## config.mk

```make
export PLATFORM = sky130hd
export DESIGN_NAME = base64_stream_decoder_flat
export DESIGN_NICKNAME = d
export VERILOG_FILES = /design/src/sv/b64d_pkg.sv /design/src/sv/b64d_stream_if.sv /design/src/sv/b64d_decode.sv /design/src/sv/b64d_result_queue.sv /design/src/sv/base64_stream_decoder.sv /design/src/flat_wrapper.sv
export SDC_FILE = /design/constraint.sdc
export NUM_CORES = 1
export LEC_CHECK = 0
export ABC_AREA = 1
export BUFFER_PORTS_ARGS = -buffer_cell sky130_fd_sc_hd__buf_2
export CAP_MARGIN = 20
export CORE_ASPECT_RATIO = 0.9
export CORE_MARGIN = 4
export CORE_UTILIZATION = 47
export DETAILED_ROUTE_END_ITERATION = 8
export HOLD_SLACK_MARGIN = 0.02
export PLACE_DENSITY_LB_ADDON = 0.2
export SLEW_MARGIN = 40
export SYNTH_ARGS = -nofsm -noshare
export SYNTH_HDL_FRONTEND = slang
export SYNTH_SLANG_ARGS = --single-unit
```

## constraint.sdc

```tcl
create_clock -name clk -period 8.2 [get_ports clk]
set_clock_uncertainty 0.2 [all_clocks]
set_input_delay 0.41 -clock clk [delete_from_list [all_inputs] [get_ports clk]]
set_output_delay 0.41 -clock clk [all_outputs]
set_load 0.02 [all_outputs]
```

## src/sv/b64d_pkg.sv

```systemverilog
// Shared types, constants and the alphabet lookup for the Base64 stream decoder.
package b64d_pkg;

  // Character codes of the decoding alphabet.
  localparam logic [7:0] CHAR_UPPER_A = 8'h41;
  localparam logic [7:0] CHAR_UPPER_Z = 8'h5A;
  localparam logic [7:0] CHAR_LOWER_A = 8'h61;
  localparam logic [7:0] CHAR_LOWER_Z = 8'h7A;
  localparam logic [7:0] CHAR_DIGIT_0 = 8'h30;
  localparam logic [7:0] CHAR_DIGIT_9 = 8'h39;
  localparam logic [7:0] CHAR_PLUS    = 8'h2B;
  localparam logic [7:0] CHAR_SLASH   = 8'h2F;

  localparam logic [5:0] SEXTET_PLUS  = 6'd62;
  localparam logic [5:0] SEXTET_SLASH = 6'd63;

  // Result queue geometry and the largest number of results one character makes.
  localparam int unsigned BURST_MAX   = 3;
  localparam int unsigned QUEUE_DEPTH = 8;
  localparam int unsigned QUEUE_PTR_W = $clog2(QUEUE_DEPTH);
  localparam int unsigned QUEUE_CNT_W = $clog2(QUEUE_DEPTH + 1);

  typedef struct packed {
    logic [7:0] char_code;
    logic       end_of_message;
  } b64d_in_t;

  typedef struct packed {
    logic [7:0]  out_byte;
    logic        byte_present;
    logic        message_done;
    logic [15:0] total_length;
  } b64d_out_t;

  // Results of one character, handed from the decoder to the result queue.
  typedef struct packed {
    logic [1:0]                    count;
    b64d_out_t [BURST_MAX-1:0]     res;
  } b64d_burst_t;

  // Returns {in_alphabet, sextet}.
  function automatic logic [6:0] sextet_of(input logic [7:0] c);
    logic [6:0] r;
    r = '0;
    if (c inside {[CHAR_UPPER_A:CHAR_UPPER_Z]}) begin
      r = {1'b1, 6'(c - CHAR_UPPER_A)};
    end else if (c inside {[CHAR_LOWER_A:CHAR_LOWER_Z]}) begin
      r = {1'b1, 6'(c - CHAR_LOWER_A + 8'd26)};
    end else if (c inside {[CHAR_DIGIT_0:CHAR_DIGIT_9]}) begin
      r = {1'b1, 6'(c - CHAR_DIGIT_0 + 8'd52)};
    end else if (c == CHAR_PLUS) begin
      r = {1'b1, SEXTET_PLUS};
    end else if (c == CHAR_SLASH) begin
      r = {1'b1, SEXTET_SLASH};
    end
    return r;
  endfunction

endpackage

```

## src/sv/b64d_stream_if.sv

```systemverilog
// Valid/ready stream channel carrying one payload item per transfer.
interface b64d_stream_if #(parameter type payload_t = logic [7:0]);
  logic     valid;
  logic     ready;
  payload_t payload;

  modport source(output valid, output payload, input ready);
  modport sink(input valid, input payload, output ready);
endinterface

```

## src/sv/b64d_decode.sv

```systemverilog
// Input register and single-pass sextet decode that turns one character into up to three results.
module b64d_decode #(
  parameter int unsigned MAX_OUTPUT_BYTES = 65535
) (
  input  logic                 clk,
  input  logic                 rst_n,
  input  logic                 in_valid,
  input  b64d_pkg::b64d_in_t   in_item,
  output logic                 in_ready,
  input  logic                 room,
  output b64d_pkg::b64d_burst_t burst
);
  import b64d_pkg::*;

  localparam logic [15:0] COUNT_CAP =
    (MAX_OUTPUT_BYTES > 65535) ? 16'hFFFF : 16'(MAX_OUTPUT_BYTES);

  logic        valid_r, valid_nxt;
  b64d_in_t    item_r;
  logic [1:0]  fill_r, fill_nxt;
  logic        stopped_r, stopped_nxt;
  logic [15:0] count_r, count_nxt;
  logic [5:0]  sext_r [3];

  logic        step;
  logic [6:0]  sx;
  logic [5:0]  s [4];
  logic [7:0]  b [3];
  logic [1:0]  n;
  logic        eom;
  logic        store;

  function automatic logic [15:0] sat_add(input logic [15:0] a, input logic [1:0] k);
    logic [16:0] sum;
    sum = {1'b0, a} + {15'd0, k};
    return (sum > {1'b0, COUNT_CAP}) ? COUNT_CAP : sum[15:0];
  endfunction

  assign step     = valid_r && room;
  assign in_ready = !valid_r || room;

  always_comb begin
    sx    = sextet_of(item_r.char_code);
    eom   = item_r.end_of_message;
    store = 1'b0;

    for (int i = 0; i < 3; i++) begin
      if (2'(i) < fill_r) begin
        s[i] = sext_r[i];
      end else if (2'(i) == fill_r && sx[6]) begin
        s[i] = sx[5:0];
      end else begin
        s[i] = '0;
      end
    end
    s[3] = (fill_r == 2'd3 && sx[6]) ? sx[5:0] : 6'd0;

    b[0] = {s[0], s[1][5:4]};
    b[1] = {s[1][3:0], s[2][5:2]};
    b[2] = {s[2][1:0], s[3]};

    n           = 2'd0;
    fill_nxt    = fill_r;
    stopped_nxt = stopped_r;
    if (!stopped_r) begin
      if (sx[6]) begin
        if (fill_r == 2'd3) begin
          n        = 2'd3;
          fill_nxt = 2'd0;
        end else begin
          store    = 1'b1;
          fill_nxt = fill_r + 2'd1;
          if (eom) begin
            n = fill_r;
          end
        end
      end else begin
        if (fill_r > 2'd1) begin
          n = fill_r - 2'd1;
        end
        fill_nxt    = 2'd0;
        stopped_nxt = 1'b1;
      end
    end

    count_nxt = sat_add(count_r, n);
    if (eom) begin
      fill_nxt    = 2'd0;
      stopped_nxt = 1'b0;
      count_nxt   = '0;
    end

    for (int j = 0; j < BURST_MAX; j++) begin
      burst.res[j].out_byte     = b[j];
      burst.res[j].byte_present = 1'b1;
      burst.res[j].message_done = eom && (n == 2'(j + 1));
      burst.res[j].total_length = sat_add(count_r, 2'(j + 1));
    end
    burst.count = n;
    if (eom && n == 2'd0) begin
      // Bare terminator: no byte, just the final count.
      burst.count                = 2'd1;
      burst.res[0].out_byte      = '0;
      burst.res[0].byte_present  = 1'b0;
      burst.res[0].message_done  = 1'b1;
      burst.res[0].total_length  = count_r;
    end
    if (!step) begin
      burst.count = 2'd0;
    end

    valid_nxt = in_valid && in_ready ? 1'b1 : (step ? 1'b0 : valid_r);
  end

  always_ff @(posedge clk) begin
    if (!rst_n) begin
      valid_r   <= 1'b0;
      fill_r    <= '0;
      stopped_r <= 1'b0;
      count_r   <= '0;
    end else begin
      valid_r <= valid_nxt;
      if (step) begin
        fill_r    <= fill_nxt;
        stopped_r <= stopped_nxt;
        count_r   <= count_nxt;
      end
    end
  end

  always_ff @(posedge clk) begin
    if (in_valid && in_ready) begin
      item_r <= in_item;
    end
    if (step && store) begin
      sext_r[fill_r] <= sx[5:0];
    end
  end

endmodule

```

## src/sv/b64d_result_queue.sv

```systemverilog
// Result queue that takes a burst of up to three results per cycle and releases one per transfer.
module b64d_result_queue (
  input  logic                  clk,
  input  logic                  rst_n,
  input  b64d_pkg::b64d_burst_t burst,
  output logic                  room,
  output logic                  out_valid,
  input  logic                  out_ready,
  output b64d_pkg::b64d_out_t   out_item
);
  import b64d_pkg::*;

  b64d_out_t              entry_r [QUEUE_DEPTH];
  logic [QUEUE_PTR_W-1:0] wr_ptr_r, wr_ptr_nxt;
  logic [QUEUE_PTR_W-1:0] rd_ptr_r, rd_ptr_nxt;
  logic [QUEUE_CNT_W-1:0] cnt_r, cnt_nxt;
  logic                   pop;

  assign out_valid = (cnt_r != '0);
  assign out_item  = entry_r[rd_ptr_r];
  assign pop       = out_valid && out_ready;
  // Room for a full burst, not counting a transfer in the same cycle.
  assign room      = (cnt_r <= QUEUE_CNT_W'(QUEUE_DEPTH - BURST_MAX));

  always_comb begin
    wr_ptr_nxt = wr_ptr_r + QUEUE_PTR_W'(burst.count);
    rd_ptr_nxt = rd_ptr_r + QUEUE_PTR_W'(pop);
    cnt_nxt    = cnt_r + QUEUE_CNT_W'(burst.count) - QUEUE_CNT_W'(pop);
  end

  always_ff @(posedge clk) begin
    if (!rst_n) begin
      wr_ptr_r <= '0;
      rd_ptr_r <= '0;
      cnt_r    <= '0;
    end else begin
      wr_ptr_r <= wr_ptr_nxt;
      rd_ptr_r <= rd_ptr_nxt;
      cnt_r    <= cnt_nxt;
    end
  end

  always_ff @(posedge clk) begin
    for (int j = 0; j < BURST_MAX; j++) begin
      if (2'(j) < burst.count) begin
        entry_r[wr_ptr_r + QUEUE_PTR_W'(j)] <= burst.res[j];
      end
    end
  end

endmodule

```

## src/sv/base64_stream_decoder.sv

```systemverilog
// Top level of the streaming Base64 decoder.
//
// The input channel in_ch carries one ASCII character per transfer together
// with an end-of-message flag. The output channel out_ch carries one decoded
// byte per transfer, or a bare terminator when a message ends without a byte.
// The last result of every message has message_done set and total_length
// holds the saturating count of bytes decoded in that message.
// A character is captured in an input register and decoded from there,
// once the queue has room, into zero to three results, which are written
// together into an eight-entry result queue. The first result of a
// character reaches out_ch through the input register and the queue.
// The decoder takes one character per cycle as long as the queue has room
// for a full group of three results; a stalled receiver fills the queue,
// after which in_ch.ready drops until the receiver takes results again.
// Sustained throughput is one character per cycle, bounded by one result
// per cycle on out_ch.
// Synchronous reset clears the input register's valid flag, the group fill,
// the stop flag, the byte count and the queue; no result is offered after reset.
module base64_stream_decoder #(
  parameter int unsigned MAX_OUTPUT_BYTES = 65535
) (
  input  logic          clk,
  input  logic          rst_n,
  b64d_stream_if.sink   in_ch,
  b64d_stream_if.source out_ch
);
  import b64d_pkg::*;

  b64d_burst_t burst;
  logic        room;
  b64d_out_t   out_item;
  b64d_in_t    in_item;

  assign in_item = in_ch.payload;

  // Decode stage: holds one character and the partial group state.
  b64d_decode #(
    .MAX_OUTPUT_BYTES(MAX_OUTPUT_BYTES)
  ) u_decode (
    .clk      (clk),
    .rst_n    (rst_n),
    .in_valid (in_ch.valid),
    .in_item  (in_item),
    .in_ready (in_ch.ready),
    .room     (room),
    .burst    (burst)
  );

  // Result queue: absorbs bursts of up to three results and decouples a stalled receiver.
  b64d_result_queue u_queue (
    .clk       (clk),
    .rst_n     (rst_n),
    .burst     (burst),
    .room      (room),
    .out_valid (out_ch.valid),
    .out_ready (out_ch.ready),
    .out_item  (out_item)
  );

  assign out_ch.payload = out_item;

endmodule

```

## src/flat_wrapper.sv

```systemverilog
// flat-port wrapper written by rule: the top's interface ports become plain ports
module base64_stream_decoder_flat import b64d_pkg::*;
#(
  parameter int unsigned MAX_OUTPUT_BYTES = 65535
)
  (clk, rst_n, in_ch_valid, in_ch_payload, in_ch_ready, out_ch_valid, out_ch_payload, out_ch_ready);
  b64d_stream_if in_ch_i ();
  b64d_stream_if out_ch_i ();
  input  logic clk;
  input  logic rst_n;
  input wire logic [$bits(in_ch_i.valid)-1:0] in_ch_valid;
  input wire logic [$bits(in_ch_i.payload)-1:0] in_ch_payload;
  output wire logic [$bits(in_ch_i.ready)-1:0] in_ch_ready;
  output wire logic [$bits(out_ch_i.valid)-1:0] out_ch_valid;
  output wire logic [$bits(out_ch_i.payload)-1:0] out_ch_payload;
  input wire logic [$bits(out_ch_i.ready)-1:0] out_ch_ready;
  assign in_ch_i.valid = in_ch_valid;
  assign in_ch_i.payload = in_ch_payload;
  assign in_ch_ready = in_ch_i.ready;
  assign out_ch_valid = out_ch_i.valid;
  assign out_ch_payload = out_ch_i.payload;
  assign out_ch_i.ready = out_ch_ready;
  base64_stream_decoder #(.MAX_OUTPUT_BYTES(MAX_OUTPUT_BYTES)) u_core (.clk(clk), .rst_n(rst_n), .in_ch(in_ch_i), .out_ch(out_ch_i));
endmodule
```

==> results.txt <==
The flow ran to the end, and the final reports show no timing, DRC or antenna violations. After detailed routing, the average wire length per cell comes to 19.2 µm. Among the stages of the critical path, the cell type that occurs most often is sky130_fd_sc_hd__inv_1. The synthesized net count came out at 1067. The mapped cell area is 0.00740 mm². The synthesis-stage register bit count is 102. In this run the critical register-to-register path is launched from u_core.u_queue.cnt_r[3].

The count of final hold-check violations is 0. The area of the die came out at 0.0178 mm². The area growth from synthesis to layout is 8.36%. The total global routing track utilization is 27.0%. The H-tree was split into 3 levels.

The wire length after detailed routing is 24000 µm. The tree is rooted in a sky130_fd_sc_hd__clkbuf_16. The maximum number of pins on one net before global-route repair is 35. 22 I/O pins were placed. The worst hold path begins at in_ch_valid.

The number of vias after detailed routing is 7202. The category of cells accounting for the largest share of critical-path delay is simple AND/OR/NAND/NOR gates. The number of buffer and inverter stages on the critical path is 5. The total DRC errors in the routed layout came out at 0. The max-cap check violation count is 0. The final-stage net count is 1078. The floorplan die height came out at 127 µm. The total of warnings raised by yosys came out at 0. The worst setup path is launched from a register. The clock tree from TritonCTS is yes.

The worst IR drop on VDD came out at 0.000157 V. Subtracting the final worst setup slack from the clock period gives 3540 ps. The number of instances in the synthesized netlist is 1029. For this run the aggregate overflow at the end of global routing stands at 0. The kind of path behind the tightest hold check is in2reg. The congestion estimate from routability-driven global placement came to 1.05.

The critical path data arrival time is 3330 ps. The via count of the first global-routing pass is 6563. The initial antenna violation count is 0. The share of post-route cells with drive strength above 1 came out at 9.38%.

The relative slew slack is 47.6%. The number of buffers on the longest clock path is 2. A synthesized cell averages 7.19 µm².

The repair_antennas step left the layout with diodes totalling 0. The number of clock buffers added by TritonCTS is 9. The number of violations reported at the end of detailed-routing iteration 0 is 906.

The overall power is 1.50 mW. For this design the static power due to leakage is 3.19 nW. The clock latency at the later pin of the worst-skew pair came out at 370 ps.

The sequential fraction of the synthesis area came out at 37.4%. The power per standard cell area came out at 187 mW/mm². The non-filler instance count after layout came out at 1247. The worst setup path is of the reg2reg kind. The detail route stage leaves a number of antenna-violating nets equal to 0. The worst setup timing slack at the placement stage came out at 4710 ps. Setup violations remaining at the end of the flow were counted as 0.

The first-pass GRT wire length is 37400 µm. The number of distinct library cells after synthesis is 42. The ratio of routed vias to standard cells is 5.78. After clock tree synthesis, the setup repair step added 0 buffers.

The setup slack after layout is 4660 ps. The signal on the critical path passes through inv_1, ha_1, inv_1, o21ai_1, o21ai_1, nor2_1, inv_2, nor2_2, inv_1, nor2_1, nand2_1, inv_1, nor2_1, o21ai_1. The HPWL after detailed placement came out at 17400 µm. Counting flops with a built-in enable in the synthesized netlist gives 72. In the finished design, the share of the clock period the worst path needs comes to 43.2%.

The clock edge transition at the registers on the reported setup and hold paths is 70 ps. The detailed-routing iteration count for the pre-antenna-repair pass came out at 6. The highest achievable clock rate came out at 282 MHz. The starting density of the core came out at 47.9%. Data on the critical path is required at its endpoint by 7990 ps. The quantity of I/O buffers inserted on ports came out at 21. STA classifies the critical path endpoint as a register. Setup repair after global routing left no endpoint under its margin. Counting flops with an async set or reset pin after synthesis yields a share of 0%. The post-cts gate resize count is 0. The slew at the pin closest to its max-slew limit came out at 780 ps.

The row count came out at 43. After floorplanning, the core was sized to cover 0.0154 mm². The die is 140 µm wide. The critical-path maximum fanout came out at 19. On the critical path, the stage with the largest delay is an instance of sky130_fd_sc_hd__o21ai_1.

In this design, the stage delay of the slowest critical-path cell is 420 ps. Cells fill 51.9% of the core in the end. The total count of max-transition violations in the final report is 0. After routing the design area is 0.00801 mm². The cell area after placement is 0.00763 mm². The worst hold-check slack came out at 114 ps. After detailed placement, the design holds a cell count of 1223. Tracing the worst setup path back leads to its startpoint at u_core.u_queue.cnt_r[3]. The total number of clock tree sinks is 102.

The aggregate negative setup slack came out at 0 ps. For this run, the leading register cell type out of synthesis is sky130_fd_sc_hd__edfxtp_1.
[flip-flops by register name (all words and copies together) (netlist names)]
register                   flops
u_core.u_decode.eom            1
u_core.u_decode.fill_r         2
u_core.u_queue.cnt_r           4
u_core.u_queue.entry_r        64
u_core.u_queue.rd_ptr_r        3
u_core.u_decode.valid_r        1
u_core.u_decode.item_r         7
u_core.u_decode.stopped_r      1
u_core.u_queue.wr_ptr_r        3
u_core.u_decode.count_r       16
[cell type report]
cell class,count,area (µm²)
sequential,102,2760
clock inverter,6,78.8
multi-input combinational,783,4070
clock buffer,10,229
tap,202,253
timing repair buffer,30,193
fill,1488,7430
inverter,114,428
[synth_stat cells, types with 7 or more instances]
| library cell | instances | area share [%] |
|---|---|---|
| sky130_fd_sc_hd__buf_2 | 10 | 0.68 |
| sky130_fd_sc_hd__o22ai_1 | 8 | 0.68 |
| sky130_fd_sc_hd__nand2_1 | 253 | 13 |
| sky130_fd_sc_hd__inv_1 | 107 | 5.4 |
| sky130_fd_sc_hd__ha_1 | 23 | 3.9 |
| sky130_fd_sc_hd__a21oi_1 | 41 | 2.8 |
| sky130_fd_sc_hd__nand3_1 | 139 | 9.4 |
| sky130_fd_sc_hd__o211ai_1 | 15 | 1.5 |
| sky130_fd_sc_hd__nor2_1 | 116 | 5.9 |
| sky130_fd_sc_hd__nand2_2 | 7 | 0.59 |
| sky130_fd_sc_hd__a21oi_2 | 7 | 0.83 |
| sky130_fd_sc_hd__xor2_1 | 19 | 2.3 |
| sky130_fd_sc_hd__nor3_1 | 14 | 0.95 |
| sky130_fd_sc_hd__o21ai_1 | 16 | 1.1 |
| sky130_fd_sc_hd__dfxtp_1 | 30 | 8.1 |
| sky130_fd_sc_hd__o21ai_0 | 50 | 3.4 |
| sky130_fd_sc_hd__clkbuf_1 | 16 | 0.81 |
| sky130_fd_sc_hd__nand4_1 | 9 | 0.76 |
| sky130_fd_sc_hd__nor2_2 | 13 | 1.1 |
| sky130_fd_sc_hd__edfxtp_1 | 72 | 29 |
| sky130_fd_sc_hd__a31oi_1 | 8 | 0.68 |
[report_power, final]
group | internal [mW] | switching [mW] | total (mW) | leakage (nW)
clock | 0.243 | 0.209 | 0.451 | 0.151
combinational | 0.119 | 0.322 | 0.440 | 2.18
sequential | 0.584 | 0.0241 | 0.608 | 0.856
[per-layer routing]
layer  routed length, µm  part of all wire [%]  global-route usage (%)  up-vias
met1               10400                    43                    38.2     3288
met3                2430                    10                    7.52       51
met2               10600                    44                    40.2      380
met5                   0                     0                       0        -
met4                 577                   2.4                    8.49        0
li1                    -                     -                       -     3483
[cells by family after synthesis]
family	Yosys count	synth area share (%)
AO/OA/AOI/OAI	156	12.2
XOR/XNOR	21	2.49
adder cells (fa/ha/maj)	26	4.70
buffers and inverters	144	7.65
flip-flops	102	37.4
AND/OR/NAND/NOR	580	35.6
[path summary, 6_finish.rpt]
kind,depth (start not counted),to,slack [ps]
hold / removal,3,u_core.u_decode.valid_r,110
setup / recovery,14,u_core.u_queue.entry_r[3][2],4660
hold reg to reg,2,u_core.u_decode.fill_r[1],330
setup reg to reg,14,u_core.u_queue.entry_r[3][2],4660
[cell usage in the layout (no fill, tap or decap), types with 2 or more instances in the layout]
| cell type | instances |
|---|---|
| sky130_fd_sc_hd__inv_2 | 6 |
| sky130_fd_sc_hd__buf_2 | 21 |
| sky130_fd_sc_hd__fa_1 | 3 |
| sky130_fd_sc_hd__dfxtp_1 | 30 |
| sky130_fd_sc_hd__xnor2_1 | 2 |
| sky130_fd_sc_hd__dlygate4sd3_1 | 8 |
| sky130_fd_sc_hd__or2_1 | 2 |
| sky130_fd_sc_hd__o31ai_1 | 4 |
| sky130_fd_sc_hd__nand2_2 | 7 |
| sky130_fd_sc_hd__nand4_2 | 6 |
| sky130_fd_sc_hd__or2_2 | 2 |
| sky130_fd_sc_hd__o21ai_0 | 47 |
| sky130_fd_sc_hd__inv_6 | 2 |
| sky130_fd_sc_hd__o22ai_1 | 8 |
| sky130_fd_sc_hd__edfxtp_1 | 72 |
| sky130_fd_sc_hd__o21ai_2 | 2 |
| sky130_fd_sc_hd__nand4_1 | 9 |
| sky130_fd_sc_hd__nand3_2 | 6 |
| sky130_fd_sc_hd__inv_1 | 105 |
| sky130_fd_sc_hd__ha_1 | 23 |
| sky130_fd_sc_hd__nand2_1 | 253 |
| sky130_fd_sc_hd__nor2_1 | 115 |
| sky130_fd_sc_hd__a21oi_2 | 7 |
| sky130_fd_sc_hd__nand3b_2 | 3 |
| sky130_fd_sc_hd__nor3_1 | 14 |
| sky130_fd_sc_hd__o21ai_1 | 19 |
| sky130_fd_sc_hd__nor2_4 | 3 |
| sky130_fd_sc_hd__clkbuf_16 | 9 |
| sky130_fd_sc_hd__nor2_2 | 14 |
| sky130_fd_sc_hd__xor2_1 | 19 |
| sky130_fd_sc_hd__o211ai_1 | 15 |
| sky130_fd_sc_hd__clkinv_1 | 3 |
| sky130_fd_sc_hd__nand2_4 | 3 |
| sky130_fd_sc_hd__a21oi_1 | 41 |
| sky130_fd_sc_hd__a31oi_1 | 8 |
| sky130_fd_sc_hd__a211o_1 | 4 |
| sky130_fd_sc_hd__nand3_1 | 139 |
[worst min-delay path, delay by kind of cell]
kind / cells / cell delay [ps]
buffers and inverters: 2 / 160
AO/OA/AOI/OAI: 1 / 60
[timing repair]
item / 4_1_cts / 5_1_grt
setup endpoints to repair: 0 / 0
hold endpoints to repair: 7 / 1
hold buffers: 7 / 1
No activity file was read; power rests on OpenSTA's default activity.
